<file path="src/rtl/dlp_pkg.sv">
package dlp_pkg;

    localparam int MAX_IN   = 16;
    localparam int MAX_OUT  = 16;
    localparam int VW       = 16;
    localparam int FRAC     = 12;
    localparam int IDX_W    = 4;
    localparam int ADDR_W   = 8;
    localparam int CNT_W    = 5;
    localparam int ACC_W    = 40;
    localparam int P_W      = 28;
    localparam int PROD_W   = 32;

    localparam logic [1:0] ACTION_WEIGHT = 2'd0;
    localparam logic [1:0] ACTION_BIAS   = 2'd1;
    localparam logic [1:0] ACTION_SAMPLE = 2'd2;

    localparam logic [2:0] ACT_NONE  = 3'd0;
    localparam logic [2:0] ACT_RELU  = 3'd1;
    localparam logic [2:0] ACT_TANH  = 3'd2;
    localparam logic [2:0] ACT_SIG   = 3'd3;
    localparam logic [2:0] ACT_LEAKY = 3'd4;

    localparam logic [2:0] CFG_ACT      = 3'd0;
    localparam logic [2:0] CFG_IN_CNT   = 3'd1;
    localparam logic [2:0] CFG_OUT_CNT  = 3'd2;
    localparam logic [2:0] CFG_BIAS_EN  = 3'd3;

    typedef enum logic [1:0] {
        CMD_WEIGHT,
        CMD_BIAS,
        CMD_SAMPLE
    } cmd_kind_t;

    typedef struct packed {
        cmd_kind_t              kind;
        logic                   last;
        logic [ADDR_W-1:0]      index;
        logic signed [VW-1:0]   data;
    } cmd_t;

    typedef struct packed {
        logic [2:0]         act_mode;
        logic [CNT_W-1:0]   in_cnt;
        logic [CNT_W-1:0]   out_cnt;
        logic               bias_en;
    } cfg_t;

    function automatic logic [CNT_W-1:0] count_clamp(input logic [CNT_W-1:0] v);
        logic [CNT_W-1:0] r;
        r = v;
        if (v == '0) begin
            r = CNT_W'(1);
        end else if (v > CNT_W'(MAX_IN)) begin
            r = CNT_W'(MAX_IN);
        end
        return r;
    endfunction

    function automatic logic [11:0] sig_entry(input logic [4:0] i);
        logic [11:0] r;
        case (i)
            5'd0:    r = 12'd2048;
            5'd1:    r = 12'd2550;
            5'd2:    r = 12'd2994;
            5'd3:    r = 12'd3349;
            5'd4:    r = 12'd3608;
            5'd5:    r = 12'd3785;
            5'd6:    r = 12'd3902;
            5'd7:    r = 12'd3976;
            5'd8:    r = 12'd4022;
            5'd9:    r = 12'd4051;
            5'd10:   r = 12'd4069;
            5'd11:   r = 12'd4079;
            5'd12:   r = 12'd4086;
            5'd13:   r = 12'd4090;
            5'd14:   r = 12'd4092;
            5'd15:   r = 12'd4094;
            default: r = 12'd4095;
        endcase
        return r;
    endfunction

endpackage

</file>
<file path="src/rtl/dlp_queue.sv">
module dlp_queue (
    input  logic            aclk,
    input  logic            aresetn,
    input  logic            push,
    input  dlp_pkg::cmd_t   push_cmd,
    output logic            full,
    input  logic            pop,
    output logic            not_empty,
    output dlp_pkg::cmd_t   head
);

    dlp_pkg::cmd_t slot_reg [2];
    logic          wp_reg, wp_next;
    logic          rp_reg, rp_next;
    logic [1:0]    cnt_reg, cnt_next;

    assign full      = cnt_reg == 2'd2;
    assign not_empty = cnt_reg != 2'd0;
    assign head      = slot_reg[rp_reg];

    always_comb begin
        wp_next  = push ? !wp_reg : wp_reg;
        rp_next  = pop ? !rp_reg : rp_reg;
        cnt_next = cnt_reg + 2'(push) - 2'(pop);
    end

    always_ff @(posedge aclk) begin
        if (push) begin
            slot_reg[wp_reg] <= push_cmd;
        end
        if (!aresetn) begin
            wp_reg  <= 1'b0;
            rp_reg  <= 1'b0;
            cnt_reg <= 2'd0;
        end else begin
            wp_reg  <= wp_next;
            rp_reg  <= rp_next;
            cnt_reg <= cnt_next;
        end
    end

endmodule

</file>
<file path="config.mk">
export PLATFORM = sky130hd
export DESIGN_NAME = dlp_queue
export DESIGN_NICKNAME = d
export VERILOG_FILES = /design/src/rtl/dlp_pkg.sv /design/src/rtl/dlp_queue.sv
export SDC_FILE = /design/constraint.sdc
export NUM_CORES = 1
export LEC_CHECK = 0
export BUFFER_PORTS_ARGS = -buffer_cell sky130_fd_sc_hd__buf_2
export CAP_MARGIN = 20
export CORE_MARGIN = 5
export CORE_UTILIZATION = 45
export CTS_CLUSTER_SIZE = 30
export DETAILED_ROUTE_END_ITERATION = 10
export MAX_ROUTING_LAYER = met4
export PLACE_DENSITY = 0.78
export SETUP_SLACK_MARGIN = 0.5
export SYNTH_ARGS = -nofsm -noshare
export SYNTH_HDL_FRONTEND = slang
export SYNTH_SLANG_ARGS = --single-unit
</file>
<file path="constraint.sdc">
create_clock -name aclk -period 2.2 [get_ports aclk]
set_input_delay 0 -clock aclk [delete_from_list [all_inputs] [get_ports aclk]]
set_output_delay 0 -clock aclk [all_outputs]
set_load 0.03 [all_outputs]
</file>
==> impl_metrics.py <==
metrics = {
    "synthesis": {
        "postSynthCellCount": 105,
        "syn_area_per_cell_um2": 21.7,
        "yosysWarnings": 0,
        "netlist_area_um2": 2280,
        "synth-seq-cells": 59,
        "synth_fp_nets": 138,
        "ys_seq_area_share_pct": 75.5,
        "yosysUniqueCellTypes": 14,
    },
    "timing": {
        "worstMarginPinSlew_ps": 377,
        "post-route-period-util_pct": 69.7,
        "period_needed_ps": 1530,
        "setup_viol": 0,
        "maxSlewViolCount": 0,
        "finalClockSkew_ps": 5.42,
        "timing.fmax_mhz": 652,
        "rsz0062_at_grt": "false",
        "finalSetupTns_ps": 0,
        "relSlewSlack_pct": 74.9,
        "hold_violations": 0,
    },
    "setup_path": {
        "cp_top_family": "buffers and inverters",
        "path_cells": "buf_6, mux2_2, buf_2",
        "cp_data_required_time_ps": 2200,
        "end_kind": "primary output",
        "arrival_ps": 1530,
        "rrSetupSlack_ps": 810,
        "worstReg2RegEnd": "cnt_reg[1]",
        "rr_startpoint": "cnt_reg[0]",
        "critPathKind": "flip-flop to primary output",
        "cp_slowest_cell": "mux2_2",
        "critPathBufInv": 2,
        "cpPeakStageDelay_ps": 380,
        "crit_fanout": 24,
        "r2r_cells": 6,
        "start_kind": "flip-flop",
    },
    "final_layout": {
        "largest_reg_flops": 54,
        "fill_cells": 396,
        "antennaDiodeCount": 0,
        "multiInputGateArea_um2": 502,
        "drive_gt1_share_pct": 49.5,
        "synthToLayoutAreaGrowth_pct": 35.9,
        "mostFrequentLayoutCell": "buf_2",
        "seq_area_um2": 1720,
        "layout_common_cells": "buf_2, edfxtp_1, dlygate4sd3_1",
        "fin_nets": 236,
    },
    "die": {
        "fp.dieH_um": 81.2,
        "die_area_um2": 6590,
        "start_util_pct": 45.5,
        "pin_count": 60,
        "chipWidth_um": 81.2,
        "rows": 26,
        "fp.coreArea_um2": 5010,
    },
    "routing": {
        "vias_per_cell": 4.43,
        "wl_per_cell_um": 14.5,
        "routed_wl_um": 4040,
        "route.detailed.drc": 0,
        "drt-pass1-iter-count": 4,
        "num_vias": 1231,
        "final_antenna_net_count": 0,
        "first_iter_violations": 47,
    },
    "pwr": {
        "p_leak_nw": 1.25,
        "p_per_area_nw_per_um2": 857,
        "power_mw": 2.66,
        "max-vdd-ir-drop_uv": 410,
    },
    "clock_network": {
        "cts_tree": "yes",
        "cts_buffer_depth": 2,
        "numCtsBuffers": 9,
        "post-cts-setup-buffers": 0,
        "cts_sinks": 59,
        "cts_root_buffer": "clkbuf_8",
        "clk_latency_ps": 320,
        "htree_levels": 3,
        "clk_pin_slew_ps": 60,
    },
    "min_path": {
        "hp-class": "input port to flip-flop",
        "worstHoldPathCells": 3,
        "hold_path_startpoint": "push",
        "worstHoldEndpoint": "wp_reg",
    },
    "global_route": {
        "grt-ovfl-total": 0,
        "grt_util_all_layers_pct": 13.6,
        "grt_pass1_vias": 1289,
        "grt_antenna_before_repair": 0,
        "grt_pass1_wl_um": 6150,
        "grt_max_degree": 29,
    },
    "place": {
        "place.port_buffers": 59,
        "place.gp.congestion": 0.621,
        "dp_hpwl_um": 2530,
    },
    "job": {
        "cap_violations": 0,
    },
    "outcome": {
        "status": "finished clean",
    },
}
-- logic make-up after synthesis --
family | after synthesis | share of synthesized area, %
flip-flops | 59 | 75.5
multiplexers | 27 | 16.6
AND/OR/NAND/NOR | 9 | 2.47
buffers and inverters | 5 | 2.58
XOR/XNOR | 2 | 1.37
adder cells (fa/ha/maj) | 2 | 1.10
AO/OA/AOI/OAI | 1 | 0.329
-- routing by layer --
layer  wire [um]  GRT usage, %  vias up
li1            -             -      595
met2        2220          23.1       46
met5           0             -        -
met3         238          4.66        4
met1        1540          14.5      586
met4          41          6.08        0
-- synthesized netlist by cell type (all sizes together) --
| master | instances | area share (%) |
|---|---|---|
| xor2 | 1 | 0.38 |
| ha | 2 | 1.1 |
| mux2 | 27 | 17 |
| o21a | 1 | 0.33 |
| buf | 3 | 2.3 |
| and2 | 4 | 1.1 |
| inv | 2 | 0.33 |
| dfxtp | 5 | 4.4 |
| nor2b | 4 | 1.1 |
| xnor3 | 1 | 0.99 |
| or2 | 1 | 0.27 |
| edfxtp | 54 | 71 |
-- worst max path at each step --
stage	startpoint	to	slack, ps	depth (start not counted)
2_1_floorplan	wp_reg	slot_reg[0][0]	740	1
3_3_place_gp	cnt_reg[0]	cnt_reg[1]	880	6
3_5_place_dp	cnt_reg[0]	cnt_reg[1]	800	6
4_1_cts	flip-flop	head[0]	530	3
5_1_grt	flip-flop	head[0]	580	3
6_report	flip-flop	head[0]	670	3
-- through the flow --
step	std cells	setup slack [ps]	cell area (um2)	util (%)	hold slack [ps]
after floorplan	105	742	2280	-	98.9
after global placement	234	877	2640	52.6	189
after detailed placement	234	799	2640	52.6	192
after CTS	278	529	3100	61.8	26.4
after global routing	278	576	3100	61.9	38.3
final	278	667	3100	61.9	45.3
-- power breakdown --
| group | internal [mW] | switching, mW | total (mW) |
|---|---|---|---|
| clock | 0.519 | 0.370 | 0.890 |
| sequential | 1.30 | 0.0222 | 1.32 |
| combinational | 0.205 | 0.242 | 0.447 |
| total | 2.02 | 0.635 | 2.66 |
-- worst register-to-register path, delay by kind of cell, from the launching register on --
family / cells / cell delay [ps]
simple gates: 1 / 100
flops: 1 / 340
fa+ha+maj: 2 / 410
buf+inv: 2 / 110
xor+xnor: 1 / 370
-- area by class of cell --
class | instances | share of cell area (%)
clock buffers | 13 | 4.48
clock inverters | 3 | 1.25
inverters | 2 | 0.242
multi-input cells | 41 | 16.2
flip-flops and latches | 59 | 55.6
well taps | 70 | 2.83
repair buffers | 90 | 19.4
-- timing repair --
item,in CTS,in global routing
resized for setup,0,1
hold endpoints to repair,59,0
endpoints found under the setup margin,0,4
hold buffers,28,0
(Power assumes the default switching activity.)
