**src/rtl/dlp_pkg.sv**
```systemverilog
package dlp_pkg;

    localparam int MAX_IN   = 16;
    localparam int MAX_OUT  = 16;
    localparam int VW       = 16;
    localparam int FRAC     = 12;
    localparam int IDX_W    = 4;
    localparam int ADDR_W   = 8;
    localparam int CNT_W    = 5;
    localparam int ACC_W    = 40;
    localparam int P_W      = 28;
    localparam int PROD_W   = 32;

    localparam logic [1:0] ACTION_WEIGHT = 2'd0;
    localparam logic [1:0] ACTION_BIAS   = 2'd1;
    localparam logic [1:0] ACTION_SAMPLE = 2'd2;

    localparam logic [2:0] ACT_NONE  = 3'd0;
    localparam logic [2:0] ACT_RELU  = 3'd1;
    localparam logic [2:0] ACT_TANH  = 3'd2;
    localparam logic [2:0] ACT_SIG   = 3'd3;
    localparam logic [2:0] ACT_LEAKY = 3'd4;

    localparam logic [2:0] CFG_ACT      = 3'd0;
    localparam logic [2:0] CFG_IN_CNT   = 3'd1;
    localparam logic [2:0] CFG_OUT_CNT  = 3'd2;
    localparam logic [2:0] CFG_BIAS_EN  = 3'd3;

    typedef enum logic [1:0] {
        CMD_WEIGHT,
        CMD_BIAS,
        CMD_SAMPLE
    } cmd_kind_t;

    typedef struct packed {
        cmd_kind_t              kind;
        logic                   last;
        logic [ADDR_W-1:0]      index;
        logic signed [VW-1:0]   data;
    } cmd_t;

    typedef struct packed {
        logic [2:0]         act_mode;
        logic [CNT_W-1:0]   in_cnt;
        logic [CNT_W-1:0]   out_cnt;
        logic               bias_en;
    } cfg_t;

    function automatic logic [CNT_W-1:0] count_clamp(input logic [CNT_W-1:0] v);
        logic [CNT_W-1:0] r;
        r = v;
        if (v == '0) begin
            r = CNT_W'(1);
        end else if (v > CNT_W'(MAX_IN)) begin
            r = CNT_W'(MAX_IN);
        end
        return r;
    endfunction

    function automatic logic [11:0] sig_entry(input logic [4:0] i);
        logic [11:0] r;
        case (i)
            5'd0:    r = 12'd2048;
            5'd1:    r = 12'd2550;
            5'd2:    r = 12'd2994;
            5'd3:    r = 12'd3349;
            5'd4:    r = 12'd3608;
            5'd5:    r = 12'd3785;
            5'd6:    r = 12'd3902;
            5'd7:    r = 12'd3976;
            5'd8:    r = 12'd4022;
            5'd9:    r = 12'd4051;
            5'd10:   r = 12'd4069;
            5'd11:   r = 12'd4079;
            5'd12:   r = 12'd4086;
            5'd13:   r = 12'd4090;
            5'd14:   r = 12'd4092;
            5'd15:   r = 12'd4094;
            default: r = 12'd4095;
        endcase
        return r;
    endfunction

endpackage

```
**src/rtl/dlp_front.sv**
```systemverilog
module dlp_front (
    input  logic                            aclk,
    input  logic                            aresetn,
    input  logic                            s_valid,
    output logic                            s_ready,
    input  logic [1:0]                      s_action,
    input  logic [dlp_pkg::ADDR_W-1:0]      s_entry_index,
    input  logic signed [dlp_pkg::VW-1:0]   s_data_value,
    input  logic [dlp_pkg::CNT_W-1:0]       in_cnt,
    input  logic                            q_full,
    output logic                            push,
    output dlp_pkg::cmd_t                   push_cmd
);

    logic [dlp_pkg::CNT_W-1:0] cnt_reg, cnt_next;
    logic [dlp_pkg::CNT_W-1:0] nin;
    logic                      accept;
    logic                      last;

    assign s_ready = !q_full;
    assign accept  = s_valid && s_ready;
    assign nin     = dlp_pkg::count_clamp(in_cnt);
    assign last    = (cnt_reg + dlp_pkg::CNT_W'(1)) >= nin;

    always_comb begin
        push          = 1'b0;
        cnt_next      = cnt_reg;
        push_cmd.kind = dlp_pkg::CMD_SAMPLE;
        push_cmd.last = 1'b0;
        push_cmd.index = s_entry_index;
        push_cmd.data = s_data_value;
        case (s_action)
            dlp_pkg::ACTION_WEIGHT: begin
                push_cmd.kind = dlp_pkg::CMD_WEIGHT;
                push = accept;
            end
            dlp_pkg::ACTION_BIAS: begin
                push_cmd.kind = dlp_pkg::CMD_BIAS;
                push = accept && (s_entry_index < dlp_pkg::ADDR_W'(dlp_pkg::MAX_OUT));
            end
            dlp_pkg::ACTION_SAMPLE: begin
                push_cmd.kind  = dlp_pkg::CMD_SAMPLE;
                push_cmd.last  = last;
                push_cmd.index = dlp_pkg::ADDR_W'(cnt_reg[dlp_pkg::IDX_W-1:0]);
                push = accept;
                if (accept) begin
                    cnt_next = last ? '0 : cnt_reg + dlp_pkg::CNT_W'(1);
                end
            end
            default: begin
                push = 1'b0;
            end
        endcase
    end

    always_ff @(posedge aclk) begin
        if (!aresetn) begin
            cnt_reg <= '0;
        end else begin
            cnt_reg <= cnt_next;
        end
    end

endmodule

```
**config.mk**
```make
export PLATFORM = sky130hd
export DESIGN_NAME = dlp_front
export DESIGN_NICKNAME = d
export VERILOG_FILES = /design/src/rtl/dlp_pkg.sv /design/src/rtl/dlp_front.sv
export SDC_FILE = /design/constraint.sdc
export NUM_CORES = 1
export LEC_CHECK = 0
export BUFFER_PORTS_ARGS = -buffer_cell sky130_fd_sc_hd__buf_2
export CAP_MARGIN = 20
export CORE_UTILIZATION = 38
export CTS_CLUSTER_SIZE = 14
export DETAILED_ROUTE_END_ITERATION = 8
export PLACE_DENSITY_LB_ADDON = 0.15
export SYNTH_ARGS = -nofsm -noshare
export SYNTH_HDL_FRONTEND = slang
export SYNTH_SLANG_ARGS = --single-unit
```
**constraint.sdc**
```tcl
create_clock -name aclk -period 2.8 [get_ports aclk]
set_input_delay 0.28 -clock aclk [delete_from_list [all_inputs] [get_ports aclk]]
set_output_delay 0.28 -clock aclk [all_outputs]
set_load 0.01 [all_outputs]
```
==> impl_metrics.py, run 1 <==
metrics = {
    "outcome": {
        "run_status": "finished, violations left",
        "violations": "DRC",
    },
    "placed_design": {
        "dpl-instance-area_um2": 696,
        "place_congestion": 0.733,
        "port_buffers": 31,
        "dp_hpwl_um": 1130,
    },
    "die": {
        "die_x_um": 43.3,
        "design.die.area_mm2": 0.00188,
        "number_of_placed_i_o_pins": 64,
        "dieHeight_um": 43.3,
        "num_rows": 14,
        "core_area_mm2": 0.00156,
        "start_util_pct": 41.7,
    },
    "logic_synthesis": {
        "yosysWarnings": 0,
        "synth_seq_area_share_pct": 15.4,
        "yosys.area.top_type": "sky130_fd_sc_hd__buf_4",
        "synth_largest_type_area_fraction_pct": 18.5,
        "postSynthNetCount": 124,
        "post_synth_num_cell_types": 30,
        "asyncSetResetFlopFracSynth_pct": 0,
        "synthesis.instances": 83,
        "post_synth.cell_area_avg_um2": 7.82,
        "synth-seq-cells": 5,
        "synth-edff-count": 0,
        "mappedNetlistArea_um2": 649,
        "dominantRegCellSynth": "sky130_fd_sc_hd__dfxtp_1",
        "yosys-top-cells-area": "sky130_fd_sc_hd__buf_4, sky130_fd_sc_hd__dfxtp_1, sky130_fd_sc_hd__ha_1",
    },
    "worst_hold_path": {
        "worstHoldPathType": "input pin to register",
        "holdPathStages": 3,
    },
    "detailed_routing": {
        "detail_routed_net_length_per_standard_cell_um": 11.7,
        "initialDrtViolationCount": 10,
        "routed-via-count": 571,
        "detail_route.drc_violations": 3,
        "detailedRoute.firstPassIterationCount": 6,
        "drt_wl_total_um": 1350,
        "drt.antenna.violating_nets": 0,
        "detail_route.vias_per_cell": 4.92,
    },
    "global_route": {
        "overflow": 0,
        "initial_antenna_violation_count": 0,
        "grt_util_all_layers_pct": 16.4,
        "grt_first_pass_wirelength_um": 2260,
        "grt_pass1_vias": 516,
        "largest_net_degree_at_the_start_of_global_routing": 13,
    },
    "cts": {
        "clockRootBuffer": "sky130_fd_sc_hd__clkbuf_4",
        "cts_tree": "done",
        "cts_hold_repair.buffers": 0,
        "cts_buffers": 3,
        "clkSinkCount": 5,
        "htreeDepth": 1,
        "cts_post_setup_buffers_inserted": 0,
        "cts_buffer_depth": 2,
        "cts_repair_resize_count": 0,
        "worst_setup_hold_path_clk_slew_ns": 0.04,
        "worstSkewPairLatency_ns": 0.24,
    },
    "timing": {
        "max_clock_freq_ghz": 0.402,
        "timing.final.crit_share_pct": 88.7,
        "setup_total_negative_slack_ns": 0,
        "tightest_slew_ns": 0.482,
        "rsz0062_at_grt": "no",
        "maxSlewViolCount": 0,
        "worst_clock_skew_ns": 0.000370,
        "setup_viol": 0,
        "finalHoldViolCount": 0,
        "max_slew_margin_vs_limit_pct": 67.8,
        "layout_min_cycle_time_ns": 2.48,
    },
    "worst_setup_path": {
        "critical_path.top_delay_family": "compound AO/OA/AOI/OAI gates",
        "worst_r2r_path_depth": 8,
        "worstPathCellList": "ha_1 -> nand3_1 -> xor2_1 -> inv_1 -> ha_1 -> a21oi_1 -> o21a_1 -> nor2_1 -> buf_2",
        "cp_slowest_cell": "sky130_fd_sc_hd__dfxtp_1",
        "cp.arrival_ns": 2.20,
        "cp_num_buf_inv": 2,
        "critical_path_peak_fanout": 5,
        "worst_ep_required_time_ns": 2.52,
        "setup.worst_path.end_class": "output port",
        "criticalPathCategory": "register to output port",
        "critPathMaxStageDelay_ns": 0.39,
        "timing.critical_path.from_type": "register",
        "timing.critical_path.mode_cell": "sky130_fd_sc_hd__ha_1",
        "crit_cells": 9,
    },
    "final_layout": {
        "design.final.nets": 142,
        "n_antenna_cell": 0,
        "fill_cells": 173,
        "layout.cell_area.non_filler_um2": 722,
        "largest_reg_flops": 5,
        "areaGrowthSynthToFinish_pct": 11.2,
        "layout-drive-gt1-share_pct": 37.0,
    },
    "run": {
        "drv.max_cap_violation_count": 0,
    },
    "power": {
        "p_leak_nw": 0.385,
        "power_density_mw_per_mm2": 315,
        "peakVddDrop_v": 0.000173,
    },
}
## final cells by class
| class | count | area [µm²] | share of cell area (%) |
|---|---|---|---|
| repair buffers | 31 | 155 | 21.5 |
| flip-flops and latches | 5 | 100 | 13.9 |
| clock buffers | 4 | 26.3 | 3.64 |
| well taps | 16 | 20.0 | 2.77 |
| inverters | 5 | 18.8 | 2.60 |
| multi-input cells | 55 | 402 | 55.6 |
## report_power, final
group	internal [mW]	total (mW)	switching, mW
logic	0.0333	0.0695	0.0361
registers	0.0729	0.0746	0.00171
clock network	0.0539	0.0831	0.0293
## final timing paths
check	startpoint	to	slack, ns
setup reg to reg	cnt_reg[0]	cnt_reg[3]	0.74
setup / recovery	cnt_reg[0]	push_cmd[24]	0.32
hold / removal	aresetn	cnt_reg[1]	0.34
hold reg to reg	cnt_reg[4]	cnt_reg[4]	0.50
## kinds of logic after synthesis
| group | share of synthesized area (%) |
|---|---|
| AND/OR/NAND/NOR | 24.3 |
| adder cells (fa/ha/maj) | 11.6 |
| XOR/XNOR | 4.05 |
| AO/OA/AOI/OAI | 16.8 |
| multiplexers | 5.20 |
| buffers and inverters | 22.7 |
| flip-flops | 15.4 |
## cell usage after synthesis (2+ instances only)
library cell	count
sky130_fd_sc_hd__buf_4	16
sky130_fd_sc_hd__nor2_1	4
sky130_fd_sc_hd__a21oi_1	3
sky130_fd_sc_hd__o211ai_1	2
sky130_fd_sc_hd__and2_1	4
sky130_fd_sc_hd__inv_1	5
sky130_fd_sc_hd__o31ai_1	2
sky130_fd_sc_hd__ha_1	6
sky130_fd_sc_hd__nand2_1	6
sky130_fd_sc_hd__o21ai_1	2
sky130_fd_sc_hd__nand2b_1	2
sky130_fd_sc_hd__o21ai_0	2
sky130_fd_sc_hd__nand3_1	4
sky130_fd_sc_hd__xor2_1	3
sky130_fd_sc_hd__mux2_1	3
sky130_fd_sc_hd__dfxtp_1	5
## layer usage
metal | vias to the layer above | routed length [µm] | global-route usage [%]
li1 | 306 | - | -
met1 | 239 | 612 | 19.4
met2 | 20 | 621 | 23.3
met3 | 6 | 103 | 6.67
met4 | 0 | 16 | 13.1
met5 | - | 0 | 0
## through the flow
stage	cells	hold WS, ns	utilization [%]	setup slack, ns	power [mW]
after floorplan	83	0.418	-	0.857	0.139
after global placement	112	0.495	44.6	0.631	0.145
after detailed placement	112	0.484	44.6	0.572	0.146
after global routing	116	0.337	46.3	0.0770	0.250
final	116	0.341	46.3	0.315	0.227
after CTS	116	0.328	46.3	0.298	0.234
## layout by cell type (no fill, tap or decap)
master / count
sky130_fd_sc_hd__ha_1: 6
sky130_fd_sc_hd__inv_1: 5
sky130_fd_sc_hd__or4_1: 1
sky130_fd_sc_hd__clkbuf_4: 3
sky130_fd_sc_hd__xor2_1: 3
sky130_fd_sc_hd__nor3b_4: 1
sky130_fd_sc_hd__buf_2: 31
sky130_fd_sc_hd__a21oi_1: 3
sky130_fd_sc_hd__o2111ai_1: 1
sky130_fd_sc_hd__o211ai_1: 2
sky130_fd_sc_hd__nand3_2: 1
sky130_fd_sc_hd__o21ai_0: 2
sky130_fd_sc_hd__o21ai_1: 2
sky130_fd_sc_hd__and3_1: 1
sky130_fd_sc_hd__nor2_1: 4
sky130_fd_sc_hd__a21boi_1: 1
sky130_fd_sc_hd__nand2_1: 6
sky130_fd_sc_hd__and2_1: 4
sky130_fd_sc_hd__a31oi_2: 1
sky130_fd_sc_hd__o21a_1: 1
sky130_fd_sc_hd__dfxtp_1: 5
sky130_fd_sc_hd__mux2_1: 3
sky130_fd_sc_hd__clkbuf_1: 1
sky130_fd_sc_hd__o31ai_1: 2
sky130_fd_sc_hd__nor3_1: 1
sky130_fd_sc_hd__nor2b_1: 1
sky130_fd_sc_hd__or3b_1: 1
sky130_fd_sc_hd__a21o_1: 1
sky130_fd_sc_hd__nand2b_1: 2
sky130_fd_sc_hd__nand3_1: 4
## worst min-delay path: stages
cell and delay [ns]:
sky130_fd_sc_hd__buf_2 0.13, sky130_fd_sc_hd__o21ai_0 0.07, sky130_fd_sc_hd__a21oi_1 0.04
No activity file was read; power rests on OpenSTA's default activity.
==> run 2, diff against run 1 <==
BUFFER_PORTS_ARGS = unset   (was -buffer_cell sky130_fd_sc_hd__buf_2)
CORE_AREA = 2 2 39 41   (was unset)
CORE_UTILIZATION = unset   (was 38)
DIE_AREA = 0 0 41 43   (was unset)
DONT_BUFFER_PORTS = 1   (was unset)
==> impl_metrics.py, run 2 (synthesis results as in run 1) <==
metrics = {
    "cts": {
        "worst_setup_hold_path_clk_slew_ns": 0.04,
        "cts_buffer_depth": 2,
        "cts_hold_repair.buffers": 0,
        "cts_post_setup_buffers_inserted": 0,
        "cts_buffers": 3,
        "clockRootBuffer": "sky130_fd_sc_hd__clkbuf_4",
        "clkSinkCount": 5,
        "worstSkewPairLatency_ns": 0.24,
        "cts_repair_resize_count": 0,
        "cts_tree": "done",
        "htreeDepth": 1,
    },
    "final_layout": {
        "areaGrowthSynthToFinish_pct": -12.7,
        "most-common-layout-cells": "sky130_fd_sc_hd__nand2_1, sky130_fd_sc_hd__ha_1, sky130_fd_sc_hd__inv_1, sky130_fd_sc_hd__dfxtp_1",
        "layout-drive-gt1-share_pct": 8.70,
        "design.final.nets": 111,
        "n_antenna_cell": 0,
        "layout.cells.non_filler": 85,
        "largest_reg_flops": 5,
    },
    "power": {
        "cell_internal_pwr_mw": 0.145,
        "power_density_mw_per_mm2": 357,
        "fraction_of_power_spent_switching_nets_pct": 28.6,
        "clkPwrFrac_pct": 41.4,
        "p_total_mw": 0.203,
        "peakVddDrop_v": 0.000217,
        "power.share.combinational_pct": 21.8,
        "netSwitchingPower_mw": 0.0580,
        "sequentialPowerShare_pct": 36.8,
        "p_leak_nw": 0.256,
    },
    "detailed_routing": {
        "detail_route.vias_per_cell": 5.78,
        "initialDrtViolationCount": 5,
        "drt_wl_total_um": 1190,
        "drt.antenna.violating_nets": 0,
        "detail_route.drc_violations": 0,
        "routed-via-count": 491,
        "detailedRoute.firstPassIterationCount": 3,
        "detail_routed_net_length_per_standard_cell_um": 14.0,
    },
    "global_route": {
        "grt_util_all_layers_pct": 14.5,
        "grt_first_pass_wirelength_um": 1770,
        "grt_pass1_vias": 476,
        "initial_antenna_violation_count": 0,
        "largest_net_degree_at_the_start_of_global_routing": 13,
        "overflow": 0,
    },
    "timing": {
        "final.hold.worst_slack_ns": 0.183,
        "rsz0062_at_grt": "no",
        "setup_viol": 0,
        "worst_clock_skew_ns": 0.00521,
        "maxSlewViolCount": 0,
        "max_clock_freq_ghz": 0.429,
        "timing.final.crit_share_pct": 83.3,
        "tightest_slew_ns": 0.471,
        "finalHoldViolCount": 0,
        "max_slew_margin_vs_limit_pct": 68.6,
        "setup_total_negative_slack_ns": 0,
        "layout_min_cycle_time_ns": 2.33,
    },
    "placed_design": {
        "port_buffers": 0,
        "placed_cells": 81,
        "place_congestion": 0.728,
        "dp_hpwl_um": 1000,
    },
    "die": {
        "core_area_mm2": 0.00138,
        "design.die.area_mm2": 0.00176,
        "start_util_pct": 46.9,
        "number_of_placed_i_o_pins": 64,
        "dieHeight_um": 43,
        "die_x_um": 41,
        "num_rows": 14,
    },
    "worst_setup_path": {
        "worst_ep_required_time_ns": 2.52,
        "timing.critical_path.from_type": "register",
        "critical_path_peak_fanout": 5,
        "setup.worst_path.end_class": "output port",
        "cp.arrival_ns": 2.05,
        "cp-startpoint": "cnt_reg[0]",
        "criticalPathCategory": "register to output port",
        "worst_r2r_startpoint": "cnt_reg[0]",
    },
    "outcome": {
        "run_status": "completed",
    },
    "run": {
        "drv.max_cap_violation_count": 0,
    },
    "worst_hold_path": {
        "hold_start": "aresetn",
        "worstHoldPathType": "input pin to register",
    },
}
## run 2: changes by cell type in the layout (fill, tap and decap cells not counted), sizes merged
cell	previous run	this run
buf	31	0
## run 2: routing by layer
| layer | vias to the layer above | global-route usage [%] | part of all wire [%] |
|---|---|---|---|
| met5 | - | 0 | 0 |
| met4 | 0 | 4.67 | 1.8 |
| met3 | 6 | 6.28 | 10 |
| met2 | 32 | 23.8 | 49 |
| met1 | 210 | 16.0 | 39 |
| li1 | 243 | - | - |
## run 2: worst max-delay path, stage by stage, from the launching register on
cell	delay, ns
sky130_fd_sc_hd__dfxtp_1	0.39
sky130_fd_sc_hd__ha_1	0.20
sky130_fd_sc_hd__nand3_1	0.09
sky130_fd_sc_hd__xor2_1	0.19
sky130_fd_sc_hd__inv_1	0.06
sky130_fd_sc_hd__ha_1	0.28
sky130_fd_sc_hd__a21oi_1	0.34
sky130_fd_sc_hd__o21a_1	0.18
sky130_fd_sc_hd__nor2_1	0.07
## run 2: area by class of cell
cell class	count	area (µm²)
fillers	144	817
inverters	5	18.8
clock buffers	4	26.3
flip-flops and latches	5	100
well taps	16	20.0
multi-input cells	55	402
## run 2: path summary, 6_finish.rpt
| path | end | slack (ns) | cells past startpoint |
|---|---|---|---|
| worst max-delay path | push_cmd[24] | 0.47 | 8 |
| worst min-delay path | cnt_reg[1] | 0.18 | 2 |
| worst max register to register | cnt_reg[3] | 0.80 | 8 |
| worst min register to register | cnt_reg[4] | 0.49 | 2 |
## run 2: per-stage QoR
stage / area [µm²] / setup slack, ns / utilization [%]
floorplan: 649 / 0.857 / -
global placement: 541 / 0.765 / 39.1
detailed placement: 541 / 0.716 / 39.1
CTS: 567 / 0.458 / 41.0
global route: 567 / 0.301 / 41.0
finish: 567 / 0.466 / 41.0
## run 2: power groups by stage
stage | registers [mW] | clock network (mW) | logic, mW
6_report | 0.0746 | 0.0838 | 0.0441
3_3_place_gp | 0.0758 | 0 | 0.0445
2_1_floorplan | 0.0755 | 0 | 0.0634
4_1_cts | 0.0746 | 0.0861 | 0.0449
5_1_grt | 0.0749 | 0.0897 | 0.0497
3_5_place_dp | 0.0759 | 0 | 0.0446
